==> config.mk <==
export PLATFORM = sky130hd
export DESIGN_NAME = bszt_sum
export DESIGN_NICKNAME = d
export VERILOG_FILES = /design/src/rtl/bszt_pkg.sv /design/src/rtl/bszt_sum.sv
export SDC_FILE = /design/constraint.sdc
export NUM_CORES = 2
export LEC_CHECK = 0
export BUFFER_PORTS_ARGS = -buffer_cell sky130_fd_sc_hd__buf_4
export CORE_ASPECT_RATIO = 0.75
export CORE_MARGIN = 2
export CORE_UTILIZATION = 30
export CTS_BUF_LIST = sky130_fd_sc_hd__clkbuf_8 sky130_fd_sc_hd__clkbuf_16
export DETAILED_ROUTE_END_ITERATION = 8
export PLACE_DENSITY = 0.56
export SETUP_SLACK_MARGIN = 0.02
export SYNTH_ARGS = -nofsm -noshare
export SYNTH_HDL_FRONTEND = slang
export SYNTH_SLANG_ARGS = --single-unit
==> constraint.sdc <==
create_clock -name clk -period 5.6 [get_ports clk]
set_input_delay 0.28 -clock clk [delete_from_list [all_inputs] [get_ports clk]]
set_output_delay 0.28 -clock clk [all_outputs]
set_load 0.01 [all_outputs]
==> src/rtl/bszt_pkg.sv <==
// Package for the box versus wall segment zone test: widths, register indexes and stage types.
package bszt_pkg;

	// Coordinate width of the Q16.16 fields and registers.
	localparam int unsigned COORD_W = 32;
	// Width of a coordinate difference.
	localparam int unsigned DW = COORD_W + 1;
	// Width of a doubled difference compared against a box size.
	localparam int unsigned CW = COORD_W + 3;
	// Width of one product of two differences.
	localparam int unsigned PW = 2 * COORD_W + 2;
	// Width of the projection and cross product sums.
	localparam int unsigned TW = 2 * COORD_W + 6;
	// Number of box corners.
	localparam int unsigned NUM_CORNERS = 4;
	// Width of the configuration register index.
	localparam int unsigned CFG_IDX_W = 3;

	localparam logic [CFG_IDX_W-1:0] REG_WALL_START_X = CFG_IDX_W'(0);
	localparam logic [CFG_IDX_W-1:0] REG_WALL_START_Y = CFG_IDX_W'(1);
	localparam logic [CFG_IDX_W-1:0] REG_WALL_END_X   = CFG_IDX_W'(2);
	localparam logic [CFG_IDX_W-1:0] REG_WALL_END_Y   = CFG_IDX_W'(3);

	typedef struct packed {
		logic signed [COORD_W-1:0] box_center_x;
		logic signed [COORD_W-1:0] box_center_y;
		logic [COORD_W-2:0]        box_width;
		logic [COORD_W-2:0]        box_height;
	} item_t;

	typedef struct packed {
		logic in_zone;
		logic in_zone_right;
	} result_t;

	// Box center relative to the wall start, the wall vector and the box size.
	typedef struct packed {
		logic signed [DW-1:0] ax;
		logic signed [DW-1:0] ay;
		logic signed [DW-1:0] dx;
		logic signed [DW-1:0] dy;
		logic [COORD_W-2:0]   w;
		logic [COORD_W-2:0]   h;
	} s1_t;

	// All products of the projection, cross product and squared length.
	typedef struct packed {
		logic signed [PW-1:0] ax_dx;
		logic signed [PW-1:0] ay_dy;
		logic signed [PW-1:0] w_dx;
		logic signed [PW-1:0] h_dy;
		logic signed [PW-1:0] ay_dx;
		logic signed [PW-1:0] ax_dy;
		logic signed [PW-1:0] h_dx;
		logic signed [PW-1:0] w_dy;
		logic signed [PW-1:0] dx_dx;
		logic signed [PW-1:0] dy_dy;
		logic                 end_in_box;
	} s2_t;

	// Partial sums shared by the four corners.
	typedef struct packed {
		logic signed [TW-1:0] bt;
		logic signed [TW-1:0] ut;
		logic signed [TW-1:0] vt;
		logic signed [TW-1:0] bc;
		logic signed [TW-1:0] uc;
		logic signed [TW-1:0] vc;
		logic signed [TW-1:0] len2x2;
		logic                 end_in_box;
	} s3_t;

	// Per-corner projection and cross product.
	typedef struct packed {
		logic [NUM_CORNERS-1:0][TW-1:0] t;
		logic [NUM_CORNERS-1:0][TW-1:0] c;
		logic signed [TW-1:0]           len2x2;
		logic                           end_in_box;
	} s4_t;

endpackage

==> src/rtl/bszt_sum.sv <==
// Adder stages: shared partial sums, then the projection and cross product of each corner.
module bszt_sum (
	input  logic           clk,
	input  logic           arst_n,
	input  logic           v_s2,
	input  bszt_pkg::s2_t  d_s2,
	output logic           v_s4,
	output bszt_pkg::s4_t  d_s4
);

	logic v_s3;
	bszt_pkg::s3_t d_s3;
	bszt_pkg::s3_t nxt3;
	bszt_pkg::s4_t nxt4;

	always_comb begin
		nxt3.bt = (bszt_pkg::TW'(d_s2.ax_dx) + bszt_pkg::TW'(d_s2.ay_dy)) <<< 1;
		nxt3.ut = bszt_pkg::TW'(d_s2.w_dx) + bszt_pkg::TW'(d_s2.h_dy);
		nxt3.vt = bszt_pkg::TW'(d_s2.w_dx) - bszt_pkg::TW'(d_s2.h_dy);
		nxt3.bc = (bszt_pkg::TW'(d_s2.ay_dx) - bszt_pkg::TW'(d_s2.ax_dy)) <<< 1;
		nxt3.uc = bszt_pkg::TW'(d_s2.h_dx) - bszt_pkg::TW'(d_s2.w_dy);
		nxt3.vc = bszt_pkg::TW'(d_s2.h_dx) + bszt_pkg::TW'(d_s2.w_dy);
		nxt3.len2x2 = (bszt_pkg::TW'(d_s2.dx_dx) + bszt_pkg::TW'(d_s2.dy_dy)) <<< 1;
		nxt3.end_in_box = d_s2.end_in_box;
	end

	// Corners in order: low x low y, high x low y, high x high y, low x high y.
	always_comb begin
		nxt4.t[0] = d_s3.bt - d_s3.ut;
		nxt4.c[0] = d_s3.bc - d_s3.uc;
		nxt4.t[1] = d_s3.bt + d_s3.vt;
		nxt4.c[1] = d_s3.bc - d_s3.vc;
		nxt4.t[2] = d_s3.bt + d_s3.ut;
		nxt4.c[2] = d_s3.bc + d_s3.uc;
		nxt4.t[3] = d_s3.bt - d_s3.vt;
		nxt4.c[3] = d_s3.bc + d_s3.vc;
		nxt4.len2x2 = d_s3.len2x2;
		nxt4.end_in_box = d_s3.end_in_box;
	end

	always_ff @(posedge clk or negedge arst_n) begin
		if (!arst_n) begin
			v_s3 <= 1'b0;
			v_s4 <= 1'b0;
		end else begin
			v_s3 <= v_s2;
			v_s4 <= v_s3;
		end
	end

	always_ff @(posedge clk) begin
		d_s3 <= nxt3;
		d_s4 <= nxt4;
	end

endmodule

==> run_results.csv <==
group,metric,value,unit
clock_tree,clk_path_buf_depth,3,
yosys,syn_nets,11800,
place,place.gp.congestion,0.996,
yosys,netlist_area,80700,µm²
place,place_area,93400,µm²
cells_and_area,multiInputGateArea,53500,µm²
yosys,synth_edf_count,0,
place,dp_cells,14600,
cells_and_area,drive_above_1_share,0.142,
clock_tree,cts_tree,"yes",
yosys,yosysSeqAreaShare,0.271,
critical_path,critPathRequiredTime,6.24,ns
clock_tree,numCtsBuffers,119,
yosys,syn-instance-count,10100,
die,num_rows,164,
grt,antenna_found_initial,90,
routing,drt_iter0_drc,7503,
die,io_pins,1296,
critical_path,critPathKind,"in -> reg",
yosys,synth_warnings,0,
cells_and_area,syn2layout_area_growth,25.4,%
cells_and_area,num-nets-final,13200,
sta,fin_skew,0.0380,ns
die,die-height,453,µm
die,core_area,267000,µm²
power,vdd_ir_drop_max,0.309,mV
yosys,synthTopCellsByCount,"1,201 x a21oi_1, 1,090 x dfxtp_1, 998 x ha_1, 915 x inv_1, 909 x nor2_1",
place,port_buffers,1294,
clock_tree,numClockSinks,1092,
cells_and_area,ff_latch_area,21900,µm²
critical_path,endpoint_kind,"register",
sta,clock.fmax,199,MHz
sta,finalWorstPathRequiredPeriod,5.02,ns
die,dieWidth,603,µm
die,start_util,0.302,
sta,tns,0,ns
sta,hold_viol,0,
grt,grtUsageMet1,0.321,
sta,slew_headroom,0.336,
yosys,yosysMostFrequentCell,"a21oi_1",
clock_tree,clock_latency,0.79,ns
clock_tree,clk_pin_slew_worst_paths,0.06,ns
routing,wire_per_inst,23.5,µm
grt,met3_usage,0.0317,
grt,grt_max_degree,19,
yosys,yosys_register_bits,1092,
critical_path,reg2regPathDepth,12,
grt,gr-usage-all-layers,0.248,
cells_and_area,fillers,27900,
routing,finalWirelength,358000,µm
yosys,async_flop_share,0.00183,
power,power.total,50.2,mW
grt,globalRouteMet2Util,0.413,
routing,drtPass1Iterations,8,
outcome,status,"finished, final reports clean",
yosys,ys.flop_type,"dfxtp_1",
power,powerDensity,496,nW/µm²
critical_path,start_kind,"input port",
sta,finalCritPeriodShare,0.896,
min_path,whs_path_depth,3,
sta,worstMarginPinSlew,0.994,ns
clock_tree,root_buffer,"clkbuf_16",
yosys,synth_area_leaders,"dfxtp_1 27%, ha_1 15%, xnor2_1 8.4%",
routing,vias,80100,
yosys,synth.avg_cell_area,7.95,µm²
sta,maxSlewViolCount,0,
routing,drtAntennaViolNets,0,
cells_and_area,fin_area,101000,µm²
min_path,hold_path_class,"in -> reg",
sta,rsz0062_at_grt,"no",
grt,grt_pass1_wl,512000,µm
grt,top_usage_layer,"met2",
cells_and_area,final_cells,15200,
yosys,synth_top_area_frac,0.270,
critical_path,critPathArrivalTime,5.66,ns
die,dieArea,273000,µm²
routing,vias_per_cell,5.26,
power,p_leak,45.6,nW
yosys,yosysTopAreaCell,"dfxtp_1",
run,max_cap_viol_count,0,
grt,grt_pass1_vias,76900,
grt,grt-ovfl-total,0,
sta,setup_viol,0,
clock_tree,ctsHtreeMaxLevel,3,
cells_and_area,post-route-util,0.379,
yosys,ys_types,108,
place,hpwlAfterDp,304000,µm
critical_path,critPathMaxFanout,3,
routing,drc_errors,0,
## kinds of logic (layout without fill, tap and decap cells)
logic type | after synthesis | in the layout | synth area share
and+or+nand+nor | 2538 | 2538 | 0.150
buffers and inverters | 1376 | 2836 | 0.0658
DFF | 1092 | 1092 | 0.271
AOI/OAI and AO/OA | 3184 | 3184 | 0.252
other | 1 | 48 | 0.0000465
adders and majority gates | 1013 | 1013 | 0.158
muxes | 5 | 5 | 0.000651
xor gates and xnor gates | 939 | 939 | 0.102
## per-stage QoR
stage | hold WS, ns | worst slack (ns)
5_1_grt | 0.0515 | 0.512
3_3_place_gp | 0.0630 | 1.04
3_5_place_dp | 0.0642 | 0.951
6_report | 0.0837 | 0.584
4_1_cts | 0.000505 | 0.736
2_1_floorplan | -0.0156 | 2.21
## layout make-up
cell class                      instances  area share
Sequential cell                      1092       0.216
Tap cell                             3569      0.0441
Multi-Input combinational cell       7680       0.529
Timing Repair Buffer                 1664       0.132
Antenna cell                           47     0.00116
Inverter                              947      0.0351
Clock inverter                         87      0.0110
Clock buffer                          138      0.0321
## flip-flops by register name (all words and copies together), names as in the netlist
| register | cells |
|---|---|
| v_s3 | 1 |
| d_s3 | 468 |
| v_s4 | 1 |
| d_s4 | 622 |
## report_power, final
part	switching, mW	total [mW]	internal (mW)	leakage [nW]
clock network	3.68	8.73	5.05	2.15
logic	17.3	28.3	11.0	34.2
registers	2.15	13.1	11.0	9.22
total	23.1	50.2	27.1	45.6
## cell usage in the layout (no fill, tap or decap), drive strengths merged, types with 268 or more instances in the layout
cell | synthesis | layout
dlygate4sd3 | 0 | 341
xnor2 | 774 | 774
nor2 | 909 | 909
inv | 919 | 950
a21oi | 1202 | 1202
nand2 | 510 | 510
ha | 998 | 998
a21o | 268 | 268
o21bai | 307 | 307
buf | 106 | 1323
dfxtp | 1090 | 1090
o21ai | 521 | 521
## routing by layer
metal  part of all wire  vias to the layer above
li1                   -                    38400
met1               0.43                    37900
met2               0.46                     3208
met3              0.057                      539
met4              0.045                        8
met5            0.00013                        -
## worst paths after layout
check	endpoint	slack [ns]	from
max reg2reg	d_s4[348]$_DFF_P_	0.85	d_s3[237]$_DFF_P_
min in group asynchronous	v_s3$_DFF_PN0_	0.36	arst_n
min	d_s3[44]$_DFF_P_	0.08	d_s2[109]
min reg2reg	d_s4[39]$_DFF_P_	0.32	d_s3[39]$_DFF_P_
max	d_s3[487]$_DFF_P_	0.58	d_s2[597]
max in group asynchronous	v_s4$_DFF_PN0_	5.12	arst_n
## critical path, stage by stage
cell and delay, ns:
dlygate4sd3_1 0.53, buf_4 0.13, ha_1 0.27, dlygate4sd3_1 0.59
a21oi_1 0.12, o211ai_1 0.36, a21oi_1 0.30, o21ai_0 0.37
a21oi_1 0.23, nand4b_1 0.37, a21oi_1 0.45, a21oi_1 0.17
nand2b_1 0.18, o41ai_1 0.56, xor2_1 0.14, dlygate4sd3_1 0.59
## what timing repair did
| item | 4_1_cts | 5_1_grt |
|---|---|---|
| setup buffers | 0 | 0 |
| hold endpoints to repair | 182 | 0 |
| gates resized for setup | 0 | 0 |
| hold buffers | 341 | 0 |
(Power assumes the default switching activity.)
