**src/rtl/bszt_pkg.sv**
```systemverilog
// Package for the box versus wall segment zone test: widths, register indexes and stage types.
package bszt_pkg;

	// Coordinate width of the Q16.16 fields and registers.
	localparam int unsigned COORD_W = 32;
	// Width of a coordinate difference.
	localparam int unsigned DW = COORD_W + 1;
	// Width of a doubled difference compared against a box size.
	localparam int unsigned CW = COORD_W + 3;
	// Width of one product of two differences.
	localparam int unsigned PW = 2 * COORD_W + 2;
	// Width of the projection and cross product sums.
	localparam int unsigned TW = 2 * COORD_W + 6;
	// Number of box corners.
	localparam int unsigned NUM_CORNERS = 4;
	// Width of the configuration register index.
	localparam int unsigned CFG_IDX_W = 3;

	localparam logic [CFG_IDX_W-1:0] REG_WALL_START_X = CFG_IDX_W'(0);
	localparam logic [CFG_IDX_W-1:0] REG_WALL_START_Y = CFG_IDX_W'(1);
	localparam logic [CFG_IDX_W-1:0] REG_WALL_END_X   = CFG_IDX_W'(2);
	localparam logic [CFG_IDX_W-1:0] REG_WALL_END_Y   = CFG_IDX_W'(3);

	typedef struct packed {
		logic signed [COORD_W-1:0] box_center_x;
		logic signed [COORD_W-1:0] box_center_y;
		logic [COORD_W-2:0]        box_width;
		logic [COORD_W-2:0]        box_height;
	} item_t;

	typedef struct packed {
		logic in_zone;
		logic in_zone_right;
	} result_t;

	// Box center relative to the wall start, the wall vector and the box size.
	typedef struct packed {
		logic signed [DW-1:0] ax;
		logic signed [DW-1:0] ay;
		logic signed [DW-1:0] dx;
		logic signed [DW-1:0] dy;
		logic [COORD_W-2:0]   w;
		logic [COORD_W-2:0]   h;
	} s1_t;

	// All products of the projection, cross product and squared length.
	typedef struct packed {
		logic signed [PW-1:0] ax_dx;
		logic signed [PW-1:0] ay_dy;
		logic signed [PW-1:0] w_dx;
		logic signed [PW-1:0] h_dy;
		logic signed [PW-1:0] ay_dx;
		logic signed [PW-1:0] ax_dy;
		logic signed [PW-1:0] h_dx;
		logic signed [PW-1:0] w_dy;
		logic signed [PW-1:0] dx_dx;
		logic signed [PW-1:0] dy_dy;
		logic                 end_in_box;
	} s2_t;

	// Partial sums shared by the four corners.
	typedef struct packed {
		logic signed [TW-1:0] bt;
		logic signed [TW-1:0] ut;
		logic signed [TW-1:0] vt;
		logic signed [TW-1:0] bc;
		logic signed [TW-1:0] uc;
		logic signed [TW-1:0] vc;
		logic signed [TW-1:0] len2x2;
		logic                 end_in_box;
	} s3_t;

	// Per-corner projection and cross product.
	typedef struct packed {
		logic [NUM_CORNERS-1:0][TW-1:0] t;
		logic [NUM_CORNERS-1:0][TW-1:0] c;
		logic signed [TW-1:0]           len2x2;
		logic                           end_in_box;
	} s4_t;

endpackage

```
**src/rtl/bszt_zone.sv**
```systemverilog
// Decision stage: corner zone signs, right-side bits and the registered result.
module bszt_zone (
	input  logic               clk,
	input  logic               arst_n,
	input  logic               v_s4,
	input  bszt_pkg::s4_t      d_s4,
	output logic               v_s5,
	output bszt_pkg::result_t  res_s5
);

	logic [bszt_pkg::NUM_CORNERS-1:0] z;
	logic [bszt_pkg::NUM_CORNERS-1:0] n;
	logic [bszt_pkg::NUM_CORNERS-1:0] r;
	logic len_zero;
	logic zone;
	logic many_right;
	logic one_right;
	bszt_pkg::result_t nxt;

	assign len_zero = (d_s4.len2x2 == '0);

	always_comb begin
		for (int k = 0; k < bszt_pkg::NUM_CORNERS; k++) begin
			z[k] = !len_zero && !d_s4.t[k][bszt_pkg::TW-1] && (d_s4.t[k] != '0) &&
				($signed(d_s4.t[k]) < d_s4.len2x2);
			n[k] = len_zero || d_s4.t[k][bszt_pkg::TW-1];
			r[k] = d_s4.c[k][bszt_pkg::TW-1];
		end
	end

	assign zone       = !((z == '0) && ((n == '1) || (n == '0)));
	assign many_right = ($countones(r) > 1);
	assign one_right  = ($countones(r) == 1);

	always_comb begin
		nxt.in_zone       = zone;
		nxt.in_zone_right = zone && (many_right ||
			(one_right && (((r & z) != '0) || d_s4.end_in_box)));
	end

	always_ff @(posedge clk or negedge arst_n) begin
		if (!arst_n) begin
			v_s5 <= 1'b0;
		end else begin
			v_s5 <= v_s4;
		end
	end

	always_ff @(posedge clk) begin
		res_s5 <= nxt;
	end

endmodule

```
**config.mk**
```make
export PLATFORM = sky130hd
export DESIGN_NAME = bszt_zone
export DESIGN_NICKNAME = d
export VERILOG_FILES = /design/src/rtl/bszt_pkg.sv /design/src/rtl/bszt_zone.sv
export SDC_FILE = /design/constraint.sdc
export NUM_CORES = 1
export LEC_CHECK = 0
export BUFFER_PORTS_ARGS = -buffer_cell sky130_fd_sc_hd__buf_2
export CORE_AREA = 2 2 246 248
export DETAILED_ROUTE_END_ITERATION = 7
export DIE_AREA = 0 0 248 250
export GPL_TIMING_DRIVEN = 0
export PLACE_DENSITY = 0.41
export SYNTH_ARGS = -nofsm -noshare
export SYNTH_HDL_FRONTEND = slang
export SYNTH_SLANG_ARGS = --single-unit
```
**constraint.sdc**
```tcl
create_clock -name clk -period 1.11 [get_ports clk]
set_input_delay 0.1665 -clock clk [delete_from_list [all_inputs] [get_ports clk]]
set_output_delay 0.1665 -clock clk [all_outputs]
set_load 0.05 [all_outputs]
```
==> results of run 1 <==
-- per-stage QoR --
| stage | setup WS, ns | power [uW] |
|---|---|---|
| 6_report | -1.78 | 4790 |
| 5_1_grt | -1.91 | 5290 |
| 4_1_cts | -1.96 | 4710 |
| 3_5_place_dp | -2.90 | 4060 |
| 3_3_place_gp | -3.49 | 3970 |
| 2_1_floorplan | -1.15 | 2090 |
-- cell usage after synthesis, types with 3 or more instances --
cell type / number / area share (%)
nor3_1: 14 / 0.96
o21a_1: 3 / 0.31
nand2_1: 75 / 3.8
nor4_1: 93 / 7.9
inv_1: 83 / 4.3
nand4_1: 50 / 4.3
and4bb_2: 3 / 0.51
a211o_1: 3 / 0.36
nor2_1: 25 / 1.3
nand2b_1: 4 / 0.34
and4_1: 13 / 1.6
o211ai_1: 3 / 0.31
nand4_2: 3 / 0.51
nor2b_1: 4 / 0.34
and4_2: 3 / 0.41
or4_1: 6 / 0.61
ha_1: 279 / 48
a21oi_1: 108 / 7.4
o21ai_0: 37 / 2.5
a221oi_1: 9 / 1.1
nand3b_1: 4 / 0.41
o2111ai_1: 3 / 0.36
nand3_1: 27 / 1.8
o31ai_1: 3 / 0.31
a211oi_1: 12 / 1.2
a21o_1: 33 / 3.4
-- worst paths after layout --
path	end	slack (ns)	depth (start not counted)
max	res_s5[0]	-1.78	12
max in group asynchronous	v_s5	0.76	2
min in group asynchronous	v_s5	0.26	2
min	v_s5	0.06	1
-- per-layer routing --
metal	part of all wire, %	track usage [%]	vias up	wire (um)
met1	48	23.6	4378	25900
li1	-	-	4533	-
met5	0.18	0	-	99
met4	1.1	1.75	18	579
met2	44	27.5	403	23700
met3	6.8	2.63	40	3650
-- registers in the layout (all words and copies together), names as in the netlist --
name,cells
v_s5,1
res_s5,2
-- where the power goes --
group / internal [uW] / switching (uW)
registers: 122 / 2.31
logic: 1660 / 2450
clock network: 474 / 95.7
total: 2250 / 2540
-- final cells by class --
cell class                      count  area (um2)
Sequential cell                     3        65.1
Clock buffer                        4        78.8
Antenna cell                        8        20.0
Inverter                           83         330
Timing Repair Buffer              374        1980
Fill cell                        6787       48800
Multi-Input combinational cell    853        7360
Tap cell                          782         978
-- worst max-delay path, stage by stage --
cell and delay (ns):
buf_2 0.16, inv_1 0.14, ha_1 0.34, nand4_2 0.16, nor3_4 0.30, nand3_4 0.17, or4_4 0.59, o21bai_4 0.22
and3_4 0.18, o41ai_2 0.24, a21oi_1 0.09, a311oi_2 0.25
-- logic make-up (layout without fill, tap and decap cells) --
logic type	count (synthesis)	after routing	synth area share, %
AO/OA/AOI/OAI	233	233	19.6
other	0	8	0
adder cells (fa/ha/maj)	280	280	47.9
buffers and inverters	83	461	4.25
AND/OR/NAND/NOR	340	340	27.3
flip-flops	3	3	0.888
-- timing repair --
action,4_1_cts,5_1_grt
endpoints found under the setup margin,2,2
gates resized for setup,30,19
pin swaps,12,19
hold buffers,1,0
setup buffers,5,8
hold endpoints to repair,1,0
==> flow_summary.toml, run 1 <==
[min_path]
min_from = "v_s4"
holdCritPathClass = "in -> reg"

[cells_and_area]
layout.nets = 2232
fin_cells = 2107
final_common_cell = "buf_2"
design_area_mm2 = 0.0108
final_cell_mix = "357 x buf_2, 264 x ha_1, 107 x a21oi_1, 87 x nor4_1"
drive_gt1_share_pct = 33.7
areaGrowthSynthToFinish_pct = 47.5
post-route-util_pct = 18.1

[route]
drt_iter0_drc = 534
via_count = 9372
routed_wl_mm = 53.9
drc = 0
drt_pass1_iterations = 5
vias_per_cell = 4.45
avgRoutedWirePerCell_um = 25.6
ant_nets = 0

[die]
die_h_um = 250
io_pins = 637
num_rows = 90
core_mm2 = 0.0596
fp.dieArea_mm2 = 0.0620
fp.dieW_um = 248
initial_utilization_pct = 12.3

[job]
cap_violations = 0

[cts]
cts_buffers = 3
htreeDepth = 1
cts.sinks = 3
cts-root-buf = "clkbuf_16"
cts.clk_slew.worst_paths_ns = 0.03
cts_buffer_depth = 2
cts_tree = "yes"

[logic_synthesis]
syn_nets = 1853
synth-edff-count = 0
seq_area_frac_synth_pct = 0.888
async_reset_ff_share_pct = 33.3
ys_ff_latch = 3
ys_types = 58
netlist_instances = 939
synthFlopType = "dfxtp_1"
synth_area_mm2 = 0.00732
yosys_warnings = 0
avgSynthCellArea_um2 = 7.80

[critical_path]
cp.arrival_ns = 3.01
cp.required_ns = 1.23
startpoint_type = "input port"
worstPathMaxFanout = 4
cp-startpoint = "d_s4[58]"
criticalPathCategory = "in -> reg"
end_kind = "flop"

[place]
place_area_mm2 = 0.0103
hpwl_mm = 50.9
dp.cells = 2081
gp_congestion = 0.887
port_buffers = 360

[timing]
finalWorstPathRequiredPeriod_ns = 2.89
slew_headroom_pct = 7.09
timing.hold.ws_ns = 0.0579
fmax_mhz = 346
slew_viol_final = 0
rsz0062_at_grt = "true"
setup_viol = 2
tightest_slew_ns = 1.38
finalWorstSetupSlack_ns = -1.78
fin_tns_setup_ns = -3.48
min_period_over_period_pct = 260
hold_viol_final = 0

[global_routing]
antenna_found_initial = 17
grt_use_total_pct = 16.8
grt_pass1_vias = 9660
grt_overflow_total = 0
grt_max_degree = 6
grt_pass1_wl_mm = 72.9

[outcome]
status = "finished, violations left"
violations = "negative setup slack"

[power]
power_density_mw_per_mm2 = 444
vdd_drop_max_mv = 0.350
power_leakage_uw = 0.00525
No activity file was read; power rests on OpenSTA's default activity.
==> inputs of run 2 (changes only) <==
- ABC_AREA: unset -> 1
- CAP_MARGIN: unset -> 20
- CELL_PAD_IN_SITES_DETAIL_PLACEMENT: unset -> 1
- CELL_PAD_IN_SITES_GLOBAL_PLACEMENT: unset -> 1
- CORE_AREA: 2 2 246 248 -> 2 2 251 253
- DIE_AREA: 0 0 248 250 -> 0 0 253 255
- PLACE_DENSITY: 0.41 -> 0.55
==> flow_summary.toml, run 2 <==
[outcome]
status = "finished, violations left"
violations = "negative setup slack"

[critical_path]
end_kind = "flop"
criticalPathCategory = "in -> reg"
worstPathMaxFanout = 4
cp.required_ns = 1.22
startpoint_type = "input port"
cp.arrival_ns = 2.36
cp-startpoint = "d_s4[60]"

[logic_synthesis]
synthTopCellsByCount = "362 x nand2_1, 279 x ha_1, 161 x inv_1"
ys_types = 30
seq_area_frac_synth_pct = 0.818
synth-edff-count = 0
yosys.area.top_type_share_pct = 43.9
async_reset_ff_share_pct = 33.3
yosysMostFrequentCell = "nand2_1"
synthFlopType = "dfxtp_1"
synth_area_mm2 = 0.00795
avgSynthCellArea_um2 = 6.24
yosys_warnings = 0
syn_nets = 2189
synth_area_leader_cell = "ha_1"
netlist_instances = 1275
synth_area_leaders = "ha_1 44%, nand2_1 17%, inv_1 7.6%"
ys_ff_latch = 3

[cells_and_area]
regMostFlops = "res_s5"
largest_register_ffs = 2
reg.largest.list = "res_s5 x2, v_s5 x1"
final_common_cell = "buf_2"
layout.nets = 2586
final_cell_mix = "355 x buf_2, 345 x nand2_1, 263 x ha_1, 131 x inv_1, 112 x nor2_1"
fin_cells = 2483
drive_gt1_share_pct = 31.0
design_area_mm2 = 0.0118
areaGrowthSynthToFinish_pct = 48.3
post-route-util_pct = 19.0

[die]
initial_utilization_pct = 12.8
num_rows = 92
fp.dieW_um = 253
fp.dieArea_mm2 = 0.0645
io_pins = 637
die_h_um = 255
core_mm2 = 0.0622

[timing]
setup_viol = 2
tightest_slew_ns = 0.792
finalWorstSetupSlack_ns = -1.14
slew_viol_final = 0
fin_tns_setup_ns = -2.23
finalWorstPathRequiredPeriod_ns = 2.25
hold_viol_final = 0
rsz0062_at_grt = "true"
fmax_mhz = 445
min_period_over_period_pct = 203
slew_headroom_pct = 46.7

[global_routing]
grt_overflow_total = 0
grt_use_total_pct = 14.2
grt_pass1_wl_mm = 67.5
use_met1_pct = 19.5
met3_usage_pct = 2.64
grt_max_degree = 6
busiest_layer = "met2"
antenna_found_initial = 25
grt_pass1_vias = 11000
grt_use_met2_pct = 23.6

[cts]
cts_buffer_depth = 2
cts_buffers = 3
cts.clk_slew.worst_paths_ns = 0.03
cts.sinks = 3
htreeDepth = 1
cts_tree = "yes"
cts-root-buf = "clkbuf_16"

[place]
pre_cts_slack_ns = -1.88
gp_congestion = 0.878
port_buffers = 360
dp.cells = 2435
hpwl_mm = 44.7
place_area_mm2 = 0.0108

[route]
routed_wl_mm = 48.0
drt_pass1_iterations = 4
vias_per_cell = 4.13
ant_nets = 0
via_count = 10200
drc = 0
drt_iter0_drc = 234
avgRoutedWirePerCell_um = 19.3

[min_path]
holdCritPathClass = "in -> reg"
min_from = "v_s4"

[power]
vdd_drop_max_mv = 0.315
power_leakage_uw = 0.00607
power_density_mw_per_mm2 = 419

[job]
cap_violations = 0
## run 2: metrics by stage
step	hold WS (ns)	power, uW
2_1_floorplan	-0.129	2190
4_1_cts	0.0534	4880
5_1_grt	0.0559	5570
3_3_place_gp	-0.0573	3900
6_report	0.0561	4940
3_5_place_dp	-0.0576	4050
## run 2: power by group
group / switching [uW] / internal (uW) / leakage (uW) / total (uW)
combinational: 2510 / 1740 / 0.00601 / 4250
sequential: 3.26 / 124 / 0.0000283 / 127
clock: 90.4 / 473 / 0.0000382 / 564
total: 2600 / 2330 / 0.00607 / 4940
## run 2: area by class of cell
class | count | area [um2]
fill | 7801 | 50400
multi-input combinational | 1110 | 7820
timing repair buffer | 392 | 2130
tap | 799 | 1000
inverter | 162 | 676
clock buffer | 4 | 78.8
sequential | 3 | 65.1
antenna | 13 | 32.5
## run 2: metal layers
layer	vias to the layer above	routed length, um
met5	-	172
met4	26	643
met3	50	2670
met2	294	21100
met1	4685	23400
li1	5192	-
## run 2: cell families (layout without fill, tap and decap cells)
group	Yosys count	in the layout	share of synthesized area, %
buffers and inverters	162	558	7.66
flip-flops	3	3	0.818
AO/OA/AOI/OAI	168	168	11.5
AND/OR/NAND/NOR	662	662	35.9
other	0	13	0
adder cells (fa/ha/maj)	280	280	44.1
## run 2: timing repair
action / in CTS / in global routing
setup endpoints to repair: 2 / 2
hold endpoints to repair: 1 / 0
pin swaps: 33 / 35
buffers inserted: 17 / 13
hold buffers: 1 / 0
cloned: 0 / 0
gates resized for setup: 97 / 44
## run 2: path summary, 6_finish.rpt
path | endpoint | slack [ns] | cells past startpoint
min in group asynchronous | v_s5 | 0.26 | 2
max in group asynchronous | v_s5 | 0.77 | 2
hold / removal | v_s5 | 0.06 | 1
setup / recovery | res_s5[0] | -1.14 | 18
## run 2: worst max-delay path: stages
cell and delay, ns:
buf_8 0.08, clkinvlp_4 0.19, ha_4 0.35, nand2_4 0.05, nor2_4 0.11, nand2_2 0.07
nor2_4 0.11, nand2_2 0.09, nor2_4 0.23, nand4_1 0.25, nand2_1 0.15, nand2_2 0.06
nand4_1 0.07, nand2_1 0.06, nor2_1 0.10, nand3_1 0.10, nand2_2 0.09, nor2_4 0.04
==> inputs of run 3 (changes only) <==
- REMOVE_ABC_BUFFERS: unset -> 1
==> flow_summary.toml, run 3 (same netlist as run 2, synthesis figures left out) <==
[outcome]
status = "finished, violations left"
violations = "negative setup slack"

[power]
vdd_drop_max_mv = 0.313
power_density_mw_per_mm2 = 417
power_leakage_uw = 0.00604
power.total_uw = 4840

[route]
routed_wl_mm = 48.3
drt_iter0_drc = 262
drt_pass1_iterations = 4
via_count = 10300
vias_per_cell = 4.18
avgRoutedWirePerCell_um = 19.6
drc = 0
ant_nets = 0

[critical_path]
cp.required_ns = 1.22
cpMaxStageDelayCell = "ha_1"
cp-startpoint = "d_s4[52]"
end_kind = "flop"
criticalPathCategory = "in -> reg"
path_cells = "buf_2 > clkinvlp_4 > buf_4 > ha_1 > a21oi_2 > o21ai_0 > nor2_1 > nand2_1 > a21oi_4 > nand4_1 > nand4_1 > nand2_1 > inv_1 > nand3_1 > nand2_1 > nor2_1"
path_buf_inv = 4
cpMostUsedCell = "nand2_1"
slowest_delay_ns = 0.34
cpLargestDelayFamily = "simple AND/OR/NAND/NOR gates"
worstPathMaxFanout = 5
startpoint_type = "input port"
cp.depth = 16
cp.arrival_ns = 2.26
crit_end = "res_s5[0]"

[timing]
slew_headroom_pct = 47.8
hold_viol_final = 0
setup_viol = 2
finalWorstPathRequiredPeriod_ns = 2.14
finalWorstSetupSlack_ns = -1.03
min_period_over_period_pct = 193
tightest_slew_ns = 0.776
rsz0062_at_grt = "true"
slew_viol_final = 0
fmax_mhz = 467

[global_routing]
grt_pass1_wl_mm = 68.2
grt_max_degree = 6
grt_use_total_pct = 14.4
antenna_found_initial = 37
grt_overflow_total = 0
grt_pass1_vias = 11100

[die]
fp.dieW_um = 253
fp.dieArea_mm2 = 0.0645
core_mm2 = 0.0622
num_rows = 92
die_h_um = 255
initial_utilization_pct = 12.8
io_pins = 637

[min_path]
holdCritPathClass = "in -> reg"

[place]
port_buffers = 360
place_area_mm2 = 0.0108
hpwl_mm = 45.2
dp.cells = 2436
gp_congestion = 0.889
pre_cts_slack_ns = -1.87

[cts]
cts_buffers = 3
htreeDepth = 1
cts.sinks = 3
cts_tree = "yes"
cts_buffer_depth = 2
cts-root-buf = "clkbuf_16"
cts.clk_slew.worst_paths_ns = 0.03

[cells_and_area]
regMostFlops = "res_s5"
largest_register_ffs = 2
design_area_mm2 = 0.0116
reg.largest.list = "res_s5 x2, v_s5 x1"
layout.nets = 2569
areaGrowthSynthToFinish_pct = 45.8
final_common_cell = "buf_2"
final_cell_mix = "357 x buf_2, 347 x nand2_1, 263 x ha_1, 136 x inv_1, 112 x nor2_1"
drive_gt1_share_pct = 29.7
fin_cells = 2471

[job]
cap_violations = 0
-- run 3: worst min path at each step --
stage | start | to | slack [ns] | depth (start not counted)
2_1_floorplan | arst_n | v_s5 | -0.13 | 0
3_3_place_gp | arst_n | v_s5 | -0.06 | 1
3_5_place_dp | arst_n | v_s5 | -0.06 | 1
4_1_cts | v_s4 | v_s5 | 0.05 | 1
5_1_grt | v_s4 | v_s5 | 0.05 | 1
6_report | v_s4 | v_s5 | 0.05 | 1
-- run 3: routing by layer --
layer	routed length, um	up-vias	global-route usage (%)
li1	-	5168	-
met1	22500	4760	19.2
met2	21400	297	24.0
met3	3440	58	3.44
met4	755	34	1.96
met5	212	-	0
-- run 3: per-stage QoR --
stage	hold WS (ns)	setup TNS [ns]	utilization, %
global route	0.0485	-2.37	18.6
finish	0.0480	-2.03	18.7
global placement	-0.0589	-3.70	17.3
floorplan	-0.129	-1.29	-
detailed placement	-0.0584	-3.73	17.3
CTS	0.0469	-2.06	18.3
-- run 3: report_power, final --
group	switching [uW]	leakage, uW	internal, uW
registers	2.62	0.0000283	124
logic	2480	0.00597	1660
clock network	106	0.0000383	475
-- run 3: area by class of cell --
cell class / instances / area (um2)
Multi-Input combinational cell: 1110 / 7800
Sequential cell: 3 / 65.1
Timing Repair Buffer: 375 / 1960
Inverter: 162 / 642
Clock buffer: 4 / 78.8
Fill cell: 7753 / 50600
Tap cell: 799 / 1000
Antenna cell: 18 / 45.0
-- run 3: repair_timing --
action | in CTS | in global routing
setup buffers | 7 | 5
setup endpoints to repair | 2 | 2
hold endpoints to repair | 1 | 0
gates resized for setup | 106 | 24
hold buffers | 1 | 0
pin swaps | 26 | 14
